--- src/hw/rtl/hstfc_pkg.sv ---
// Types, codes and helper functions of the temperature frame checker
`timescale 1ns / 1ps

package hstfc_pkg;

    // Bus event codes
    typedef enum logic [1:0] {
        KIND_BYTE     = 2'd0,
        KIND_NACK     = 2'd1,
        KIND_CMD_FAIL = 2'd2
    } kind_t;

    // Attempt outcome codes
    typedef enum logic [2:0] {
        OUT_OK       = 3'd0,
        OUT_CMD_FAIL = 3'd1,
        OUT_NO_DATA  = 3'd2,
        OUT_BAD_TYPE = 3'd3,
        OUT_BAD_CRC  = 3'd4
    } outcome_t;

    // Configuration register indexes
    localparam logic CFG_ATTEMPT_LIMIT = 1'b0;
    localparam logic CFG_POLL_LIMIT    = 1'b1;

    localparam logic [2:0]  ATTEMPT_LIMIT_RESET = 3'd3;
    localparam logic [2:0]  POLL_LIMIT_RESET    = 3'd4;
    localparam logic [7:0]  CRC_POLY            = 8'h31;
    localparam logic [7:0]  STATUS_MASK         = 8'hFC;
    localparam int unsigned TYPE_BIT            = 1;
    localparam logic [14:0] SPAN_CENTI          = 15'd17572;
    localparam logic [14:0] OFFSET_CENTI        = 15'd4685;

    typedef struct packed {
        logic [2:0] attempt_limit;
        logic [2:0] poll_limit;
    } cfg_t;

    typedef struct packed {
        outcome_t           outcome;
        logic               final_res;
        logic [2:0]         attempt_number;
        logic [15:0]        raw_reading;
        logic signed [14:0] temperature_centi;
    } res_t;

    // One byte of CRC-8, MSB first, no reflection
    function automatic logic [7:0] crc8_byte(input logic [7:0] crc, input logic [7:0] b);
        logic [7:0] c;
        c = crc ^ b;
        for (int i = 0; i < 8; i++) begin
            c = c[7] ? ((c << 1) ^ CRC_POLY) : (c << 1);
        end
        return c;
    endfunction

endpackage

--- src/hw/rtl/humidity_sensor_temp_frame_checker_core.sv ---
// Top level of the temperature frame checker with retry and conversion
//
//   channel   direction  handshake              payload
//   in        sink       in_valid / in_ready    kind, data_byte
//   out       source     out_valid / out_ready  outcome, final_res, attempt_number,
//                                               raw_reading, temperature_centi
//   cfg       sink       cfg_we                 cfg_index, cfg_data
//
// One request per cycle while in_ready is high; an ending attempt's result is queued.
// The CRC step, the 17572 x raw multiply and the offset subtract are combinational.
// A two-entry result queue keeps in_ready high until both entries wait on out_ready.
// Reset restores attempt_limit 3, poll_limit 4 and clears the frame and retry state.
`timescale 1ns / 1ps

module humidity_sensor_temp_frame_checker_core
(
    input  logic               clk,
    input  logic               rst_n,
    input  logic               in_valid,
    output logic               in_ready,
    input  logic [1:0]         kind,
    input  logic [7:0]         data_byte,
    output logic               out_valid,
    input  logic               out_ready,
    output logic [2:0]         outcome,
    output logic               final_res,
    output logic [2:0]         attempt_number,
    output logic [15:0]        raw_reading,
    output logic signed [14:0] temperature_centi,
    input  logic               cfg_we,
    input  logic               cfg_index,
    input  logic [2:0]         cfg_data
);

    hstfc_pkg::cfg_t cfg_reg;
    hstfc_pkg::res_t slot_reg [2];
    hstfc_pkg::res_t step_res;
    logic [1:0]      count_reg;
    logic            step_valid;
    logic            accept;
    logic            push;
    logic            pop;
    logic            wr_slot;

    assign in_ready = (count_reg != 2'd2);
    assign accept   = in_valid && in_ready;
    assign pop      = (count_reg != 2'd0) && out_ready;
    assign push     = accept && step_valid;
    assign wr_slot  = (count_reg == 2'd2) || (count_reg == 2'd1 && !pop);

    hstfc_frame u_frame
    (
        .clk       (clk),
        .rst_n     (rst_n),
        .accept    (accept),
        .kind      (kind),
        .data_byte (data_byte),
        .cfg       (cfg_reg),
        .res_valid (step_valid),
        .res       (step_res)
    );

    // Write configuration registers
    always_ff @(posedge clk or negedge rst_n)
    begin
        if (!rst_n)
        begin
            cfg_reg.attempt_limit <= hstfc_pkg::ATTEMPT_LIMIT_RESET;
            cfg_reg.poll_limit    <= hstfc_pkg::POLL_LIMIT_RESET;
        end
        else if (cfg_we)
        begin
            if (cfg_index == hstfc_pkg::CFG_ATTEMPT_LIMIT)
                cfg_reg.attempt_limit <= cfg_data;
            else
                cfg_reg.poll_limit <= cfg_data;
        end
    end

    // Track the result queue fill
    always_ff @(posedge clk or negedge rst_n)
    begin
        if (!rst_n)
            count_reg <= 2'd0;
        else
            count_reg <= count_reg + {1'b0, push} - {1'b0, pop};
    end

    // Shift out the head and store new results
    always_ff @(posedge clk)
    begin
        if (push && !wr_slot)
            slot_reg[0] <= step_res;
        else if (pop)
            slot_reg[0] <= slot_reg[1];
        if (push && wr_slot)
            slot_reg[1] <= step_res;
    end

    // Drive the head entry
    assign out_valid         = (count_reg != 2'd0);
    assign outcome           = slot_reg[0].outcome;
    assign final_res         = slot_reg[0].final_res;
    assign attempt_number    = slot_reg[0].attempt_number;
    assign raw_reading       = slot_reg[0].raw_reading;
    assign temperature_centi = slot_reg[0].temperature_centi;

endmodule

--- src/hw/rtl/hstfc_frame.sv ---
// Frame assembly, CRC check, retry bookkeeping and temperature conversion
`timescale 1ns / 1ps

module hstfc_frame
(
    input  logic                clk,
    input  logic                rst_n,
    input  logic                accept,
    input  logic [1:0]          kind,
    input  logic [7:0]          data_byte,
    input  hstfc_pkg::cfg_t     cfg,
    output logic                res_valid,
    output hstfc_pkg::res_t     res
);

    logic [1:0] byte_position_reg, byte_position_next;
    logic [7:0] high_byte_reg, high_byte_next;
    logic [7:0] low_byte_reg, low_byte_next;
    logic [7:0] running_crc_reg, running_crc_next;
    logic [2:0] nack_polls_reg, nack_polls_next;
    logic [2:0] attempts_done_reg, attempts_done_next;

    logic [3:0]  nack_inc;
    logic [2:0]  attempt_inc;
    logic [2:0]  limit;
    logic        fin;
    logic        end_attempt;
    hstfc_pkg::outcome_t code;
    logic [15:0] frame_raw;
    logic [30:0] product;
    logic [14:0] scaled;

    // Convert the held frame to centidegrees
    assign frame_raw = {high_byte_reg, low_byte_reg & hstfc_pkg::STATUS_MASK};
    assign product   = 31'(hstfc_pkg::SPAN_CENTI) * 31'(frame_raw);
    assign scaled    = product[30:16];

    assign nack_inc    = {1'b0, nack_polls_reg} + 4'd1;
    assign attempt_inc = attempts_done_reg + 3'd1;
    assign limit       = (cfg.attempt_limit == 3'd0) ? 3'd1 : cfg.attempt_limit;

    // Decode the event and pick an outcome
    always_comb
    begin
        end_attempt = 1'b0;
        code        = hstfc_pkg::OUT_OK;
        case (kind)
            hstfc_pkg::KIND_BYTE:
            begin
                if (byte_position_reg == 2'd2 || byte_position_reg == 2'd3)
                begin
                    end_attempt = 1'b1;
                    if (low_byte_reg[hstfc_pkg::TYPE_BIT])
                        code = hstfc_pkg::OUT_BAD_TYPE;
                    else if (running_crc_reg != data_byte)
                        code = hstfc_pkg::OUT_BAD_CRC;
                    else
                        code = hstfc_pkg::OUT_OK;
                end
            end
            hstfc_pkg::KIND_NACK:
            begin
                if (nack_inc > {1'b0, cfg.poll_limit})
                begin
                    end_attempt = 1'b1;
                    code        = hstfc_pkg::OUT_NO_DATA;
                end
            end
            hstfc_pkg::KIND_CMD_FAIL:
            begin
                end_attempt = 1'b1;
                code        = hstfc_pkg::OUT_CMD_FAIL;
            end
            default:
            begin
                end_attempt = 1'b0;
            end
        endcase
        fin = (code == hstfc_pkg::OUT_OK) || (attempt_inc >= limit) || (attempt_inc == 3'd0);
    end

    // Build the result of an ended attempt
    always_comb
    begin
        res_valid              = end_attempt;
        res.outcome            = code;
        res.final_res          = fin;
        res.attempt_number     = attempt_inc;
        res.raw_reading        = (code == hstfc_pkg::OUT_CMD_FAIL ||
                                  code == hstfc_pkg::OUT_NO_DATA) ? 16'd0 : frame_raw;
        res.temperature_centi  = (code == hstfc_pkg::OUT_OK) ?
                                 signed'(scaled - hstfc_pkg::OFFSET_CENTI) : 15'sd0;
    end

    // Advance the frame and retry state
    always_comb
    begin
        byte_position_next = byte_position_reg;
        high_byte_next     = high_byte_reg;
        low_byte_next      = low_byte_reg;
        running_crc_next   = running_crc_reg;
        nack_polls_next    = nack_polls_reg;
        attempts_done_next = attempts_done_reg;
        case (kind)
            hstfc_pkg::KIND_BYTE:
            begin
                if (byte_position_reg == 2'd0)
                begin
                    high_byte_next     = data_byte;
                    running_crc_next   = hstfc_pkg::crc8_byte(8'd0, data_byte);
                    byte_position_next = 2'd1;
                end
                else if (byte_position_reg == 2'd1)
                begin
                    low_byte_next      = data_byte;
                    running_crc_next   = hstfc_pkg::crc8_byte(running_crc_reg, data_byte);
                    byte_position_next = 2'd2;
                end
            end
            hstfc_pkg::KIND_NACK:
            begin
                byte_position_next = 2'd0;
                running_crc_next   = 8'd0;
                nack_polls_next    = nack_inc[2:0];
            end
            hstfc_pkg::KIND_CMD_FAIL:
            begin
                byte_position_next = 2'd0;
                running_crc_next   = 8'd0;
            end
            default:
            begin
                byte_position_next = byte_position_reg;
            end
        endcase
        if (end_attempt)
        begin
            byte_position_next = 2'd0;
            running_crc_next   = 8'd0;
            nack_polls_next    = 3'd0;
            attempts_done_next = fin ? 3'd0 : attempt_inc;
        end
    end

    // Hold state between requests
    always_ff @(posedge clk or negedge rst_n)
    begin
        if (!rst_n)
        begin
            byte_position_reg <= 2'd0;
            high_byte_reg     <= 8'd0;
            low_byte_reg      <= 8'd0;
            running_crc_reg   <= 8'd0;
            nack_polls_reg    <= 3'd0;
            attempts_done_reg <= 3'd0;
        end
        else if (accept)
        begin
            byte_position_reg <= byte_position_next;
            high_byte_reg     <= high_byte_next;
            low_byte_reg      <= low_byte_next;
            running_crc_reg   <= running_crc_next;
            nack_polls_reg    <= nack_polls_next;
            attempts_done_reg <= attempts_done_next;
        end
    end

endmodule

--- config.mk ---
export PLATFORM = sky130hd
export DESIGN_NAME = humidity_sensor_temp_frame_checker_core
export DESIGN_NICKNAME = d
export VERILOG_FILES = /design/src/hw/rtl/hstfc_pkg.sv /design/src/hw/rtl/humidity_sensor_temp_frame_checker_core.sv /design/src/hw/rtl/hstfc_frame.sv
export SDC_FILE = /design/constraint.sdc
export NUM_CORES = 1
export LEC_CHECK = 0
export ABC_CLOCK_PERIOD_IN_PS = 6200
export BUFFER_PORTS_ARGS = -buffer_cell sky130_fd_sc_hd__buf_2
export CAP_MARGIN = 20
export CORE_ASPECT_RATIO = 1.2
export CORE_MARGIN = 5
export CORE_UTILIZATION = 60
export CTS_CLUSTER_DIAMETER = 120
export DETAILED_ROUTE_END_ITERATION = 12
export PLACE_DENSITY = 0.79
export SLEW_MARGIN = 20
export SYNTH_ARGS = -nofsm -noshare
export SYNTH_HDL_FRONTEND = slang
export SYNTH_SLANG_ARGS = --single-unit
export TNS_END_PERCENT = 10
--- constraint.sdc ---
create_clock -name clk -period 6.2 [get_ports clk]
set_input_delay 1.86 -clock clk [delete_from_list [all_inputs] [get_ports clk]]
set_output_delay 1.86 -clock clk [all_outputs]
set_load 0.05 [all_outputs]
==> impl_results.md, run 1 <==
- Status: completed
- Xor and xnor area share after synthesis: 6.43%
- Share of cells above drive strength 1: 20.9%
- Top-level I/O count: 59
- Synth Instances: 755
- Post-route antenna net violation count: 0
- Hold endpoint: slot_reg[0][10]
- Crit Path Class: reg2reg
- Initial DRC Count: 252
- Total track usage: 20.2%
- Worst Path Arrival: about 5.7 ns
- Number of enable flip-flop cells after synthesis: between 70 and 80
- Die width: 118 um
- CP startpoint kind: flop
- WL final: around 16000 um
- Num Clock Sinks: between 100 and 150
- Largest net degree at the start of global routing: 40
- Max Transition Viols Final: 0
- Vias per cell: 5.74
- Hold/Removal Path Class: reg2reg
- Simple-Gate Fraction of Synth Area: 10.2%
- Syn_area_per_cell: 11.0 sq um
- Post-Synth Adder-Cell Area: 19.6%
- R2r startpoint: u_frame.high_byte_reg[0]
- CTS Root Buffer Type: clkbuf_16
- Num CTS Buffers: 9
- Mapped Area: 8330 sq um
- Worst hold path depth: 2
- Gr ovfl total: 0
- Routed WL per cell: between 15 and 20 um
- Compound-cell area share of the yosys netlist: 11.2%
- GPL Wtd Cong: 0.843
- Setup_tns: 0 ns
- H-tree depth: 3
- Die H: 139 um
- Endpoint class of the critical path: flop
- Initial core utilization: around three fifths
- Final Skew: between 0.01 and 0.015 ns
- Antenna diodes: 0
- Most frequent cells in the layout: ha_1 (92), inv_1 (81), edfxtp_1 (72)
- Slew margin rel.: 41.4%
- Worst-Margin Slew: 0.879 ns
- Reg2Reg Setup Slack: about 0.60 ns
- DP HPWL: 12700 um
- Drt first pass iters: 4
- First-pass GRT wire length: around 27000 um
- Post-synthesis register bit count: 111
- Commonest register cell after synthesis: edfxtp_1
- Final core occ: roughly two thirds
- Core footprint: 13700 sq um
- Cell variety after synth: 78
- Reg clk slew, reported paths: roughly 0.08 ns
- Initial antenna violation count: 0
- Mux contribution to synthesized area: 7.09%
- Post-synth ARST share: 35.1%
- RSZ-0062 raised after global routing: false
- Post-CTS Setup Inserts: 0
- Worst R2R End: slot_reg[0][11]
- Commonest non-fill, non-tap cell in the layout: ha_1
- Post-layout nets: 911
- # DRC: 0
- Clk_lat worst skew: 0.36 ns
- Crit path time final: 5.60 ns
- F_max: 0.179 GHz
- Clk buf depth: 2
- Vias in the first global route: about 5.7k
- Critical path peak fanout: 7
- Die area: 16400 sq um
- Cts repair resizes: 0
- Port Buffer Count: 56
- Setup slack after layout: 0.602 ns
- Hold Buf Count CTS: 0
- Row Count: 47
- Endpoints failing hold: 0
- Min-delay src: slot_reg[0][48]
- R2R depth: 17
- Max reg flops: 72
- Ys Warns: 0
- Required @ worst endpoint: 6.31 ns
- P&R area growth vs syn: 6.67%
- DR vias: 5469
- Crit share post-route: between 90% and 100%
- Setup violators final: 0
- CTS tree: built
- Largest family of logic cells by synthesized area: adder cells
- DP Worst Slack: between 0.6 and 0.7 ns
- Max cap viols: 0
- Sequential element share of the synthesized area: 37.7%
worst max-delay path by stage:
stage | startpoint | end | slack (ns) | cells past startpoint
floorplan | u_frame.low_byte_reg[7] | slot_reg[0][51] | 1.08 | 20
global placement | u_frame.high_byte_reg[0] | slot_reg[0][11] | 0.73 | 17
detailed placement | u_frame.high_byte_reg[0] | slot_reg[0][11] | 0.64 | 17
CTS | u_frame.high_byte_reg[0] | slot_reg[0][11] | 0.58 | 17
global route | u_frame.low_byte_reg[3] | slot_reg[0][51] | 0.27 | 19
finish | u_frame.high_byte_reg[0] | slot_reg[0][11] | 0.60 | 17
kinds of logic after synthesis:
group / after synthesis
simple gates: 162
fa+ha+maj: 116
flops: 111
compound gates: 121
xor+xnor: 59
mux: 53
buf+inv: 132
other cells: 1
final cells by class:
cell class	count	area [sq um]
clock buffer	11	264
clock inverter	5	58.8
fill	1046	4810
inverter	81	304
multi-input combinational	513	4600
sequential	111	3140
tap	171	214
timing repair buffer	60	310
synthesized netlist by cell type (5+ instances only):
| library cell | instances | area share (%) |
|---|---|---|
| nand2_1 | 40 | 1.8 |
| dfrtp_1 | 36 | 11 |
| o211ai_1 | 6 | 0.54 |
| and3_1 | 8 | 0.60 |
| buf_4 | 37 | 3.3 |
| nor2_1 | 35 | 1.6 |
| a21oi_2 | 5 | 0.53 |
| inv_1 | 81 | 3.6 |
| nand2b_1 | 7 | 0.53 |
| a21o_1 | 13 | 1.2 |
| a22o_1 | 10 | 1.1 |
| xor2_1 | 23 | 2.4 |
| xnor2_1 | 35 | 3.7 |
| o31ai_1 | 7 | 0.63 |
| or2_2 | 5 | 0.38 |
| nor2b_1 | 5 | 0.38 |
| nor3_1 | 11 | 0.66 |
| fa_1 | 24 | 5.8 |
| and2_1 | 18 | 1.4 |
| ha_1 | 92 | 14 |
| o21ai_0 | 15 | 0.90 |
| clkbuf_1 | 9 | 0.41 |
| edfxtp_1 | 72 | 26 |
| nand3_1 | 9 | 0.54 |
| mux2_2 | 47 | 6.4 |
| mux2i_1 | 5 | 0.60 |
| a21oi_1 | 20 | 1.2 |
worst max-delay path, cell delays in order, from the launching register on:
cell,delay (ns)
dfrtp_1,0.49
ha_1,0.35
fa_1,0.50
fa_1,0.55
inv_1,0.05
fa_1,0.52
inv_1,0.04
ha_1,0.38
a21oi_1,0.30
o21ai_1,0.17
a21oi_4,0.24
a21oi_2,0.10
or3_1,0.48
a221oi_1,0.58
a211o_1,0.17
nand2_1,0.06
xnor2_1,0.26
o31ai_2,0.10
layer usage:
metal | wire, um | part of all wire (%) | vias to the layer above | GRT usage [%]
met5 | 0 | 0 | - | 0
met4 | 262 | 1.6 | 0 | 6.82
met3 | 586 | 3.6 | 20 | 3.71
met2 | 8460 | 52 | 106 | 35.0
met1 | 6880 | 43 | 2687 | 25.3
li1 | - | - | 2656 | -
through the flow:
step | cell area [sq um] | std cells | hold slack, ns
2_1_floorplan | 8340 | 756 | 0.468
3_3_place_gp | 8560 | 936 | 0.482
3_5_place_dp | 8560 | 936 | 0.506
4_1_cts | 8880 | 952 | 0.523
5_1_grt | 8890 | 952 | 0.541
6_report | 8890 | 952 | 0.523
Power of run 1 is not shown: default switching activity piles up to over one toggle a cycle in this logic, so the estimate is an artifact.
==> run 2: changes to the inputs <==
--- a/config.mk
+++ b/config.mk
@@ -13,7 +13,9 @@
 export CORE_UTILIZATION = 60
 export CTS_CLUSTER_DIAMETER = 120
 export DETAILED_ROUTE_END_ITERATION = 12
+export GPL_ROUTABILITY_DRIVEN = 1
 export PLACE_DENSITY = 0.79
+export REMOVE_ABC_BUFFERS = 1
 export SLEW_MARGIN = 20
 export SYNTH_ARGS = -nofsm -noshare
 export SYNTH_HDL_FRONTEND = slang
==> run 2 against run 1 <==
Final area shrank 0.44%. Sequential share of layout area grew 0.15 points. Register-to-register slack lost 0.095 ns. Clock skew shrank 0.0029 ns. Non-clock buffer count grew 1. Utilization shrank 0.28 points. Die area is the same. Setup slack lost 0.095 ns. Critical endpoint unchanged. Largest cell class unchanged. Highest routed layer unchanged.
==> impl_results.md, run 2 (synthesis gave the netlist of run 1 again) <==
- Status: completed
- P&R area growth vs syn: 6.20%
- H-tree depth: 3
- Setup violators final: 0
- Total track usage: 20.7%
- Share of cells above drive strength 1: slightly above 20%
- Post-CTS Setup Inserts: 0
- Crit share post-route: 91.8%
- Final Skew: 0.00979 ns
- Die area: 16400 sq um
- Top-level I/O count: 59
- Num Clock Sinks: 111
- CTS tree: built
- Port Buffer Count: 56
- Worst hold path depth: 1
- Clk buf depth: 2
- CP startpoint kind: flop
- Setup_tns: 0 ns
- Required @ worst endpoint: 6.29 ns
- Vias in the first global route: roughly 5.7k
- Endpoints failing hold: 0
- Row Count: 47
- Num CTS Buffers: 9
- Max cap viols: 0
- First-pass GRT wire length: 28200 um
- Initial core utilization: 60.8%
- Worst-Margin Slew: ~0.9 ns
- Worst Path Arrival: 5.78 ns
- Reg clk slew, reported paths: 0.08 ns
- Max reg flops: 72
- Antenna diodes: 0
- DR vias: 5577
- Crit Path Class: reg2reg
- Vias per cell: 5.85
- Die width: roughly 120 um
- Routed WL per cell: 17.4 um
- DP HPWL: 12600 um
- Commonest non-fill, non-tap cell in the layout: ha_1
- Max Transition Viols Final: 0
- F_max: ~0.18 GHz
- R2R depth: 17
- # DRC: 0
- Crit path time final: 5.69 ns
- GPL Wtd Cong: around 0.86
- Post-route antenna net violation count: 0
- Die H: between 100 and 150 um
- Hold/Removal Path Class: reg2reg
- Gr ovfl total: 0
- Slew margin rel.: about two fifths
- Most frequent cells in the layout: ha_1 (92), inv_1 (81), edfxtp_1 (72)
- Clk_lat worst skew: ~0.35 ns
- Critical path peak fanout: 7
- Initial DRC Count: 408
- Post-layout nets: approximately 910
- Largest net degree at the start of global routing: 40
- CTS Root Buffer Type: clkbuf_16
- Cts repair resizes: 0
- RSZ-0062 raised after global routing: false
- Endpoint class of the critical path: flop
- WL final: 16600 um
- Initial antenna violation count: 0
- Drt first pass iters: 5
- Core footprint: 13700 sq um
- Hold Buf Count CTS: 0
-- run 2: layer usage --
metal | wire length [um] | GRT usage (%) | share of wire [%] | vias to the layer above
li1 | - | - | - | 2664
met1 | 7160 | 26.9 | 43 | 2761
met2 | 8380 | 35.3 | 50 | 120
met3 | 656 | 3.06 | 4.0 | 32
met4 | 395 | 7.25 | 2.4 | 0
met5 | 0 | 0 | 0 | -
-- run 2: per-stage QoR --
step | util, % | setup slack [ns] | hold WS [ns] | instance area (sq um) | std cells
after floorplan | - | 0.928 | 0.468 | 8000 | 705
after global placement | 62.5 | 0.654 | 0.490 | 8570 | 937
after detailed placement | 62.5 | 0.598 | 0.501 | 8570 | 937
after CTS | 64.6 | 0.545 | 0.518 | 8840 | 953
after global routing | 64.6 | 0.241 | 0.543 | 8850 | 953
final | 64.6 | 0.506 | 0.517 | 8850 | 953
-- run 2: final timing paths --
path,end,startpoint,slack [ns]
worst max-delay path,slot_reg[0][11],u_frame.low_byte_reg[4],0.51
worst min register to register,cfg_reg[1],cfg_reg[1],0.52
min in group asynchronous,cfg_reg[1],rst_n,1.61
worst max register to register,slot_reg[0][11],u_frame.low_byte_reg[4],0.51
max in group asynchronous,u_frame.running_crc_reg[6],rst_n,4.03
worst min-delay path,cfg_reg[1],cfg_reg[1],0.52
-- run 2: final cells by class --
cell class | instances | area, sq um
repair buffers | 61 | 318
flip-flops and latches | 111 | 3140
clock inverters | 3 | 26.3
clock buffers | 13 | 250
well taps | 171 | 214
multi-input cells | 513 | 4600
inverters | 81 | 304
fillers | 1057 | 4850
-- run 2: worst max-delay path, stage by stage (launching register included) --
cell and delay (ns):
dfrtp_1 0.47, ha_1 0.35, fa_1 0.51, fa_1 0.56
inv_1 0.06, fa_1 0.54, inv_1 0.04, ha_1 0.40
a21oi_1 0.28, o21ai_1 0.16, a21oi_4 0.24, a21oi_2 0.11
or3_1 0.48, a221oi_1 0.58, a211o_1 0.18, nand2_1 0.06
xnor2_1 0.29, o31ai_2 0.11
Power of run 2 is left out for the same reason.
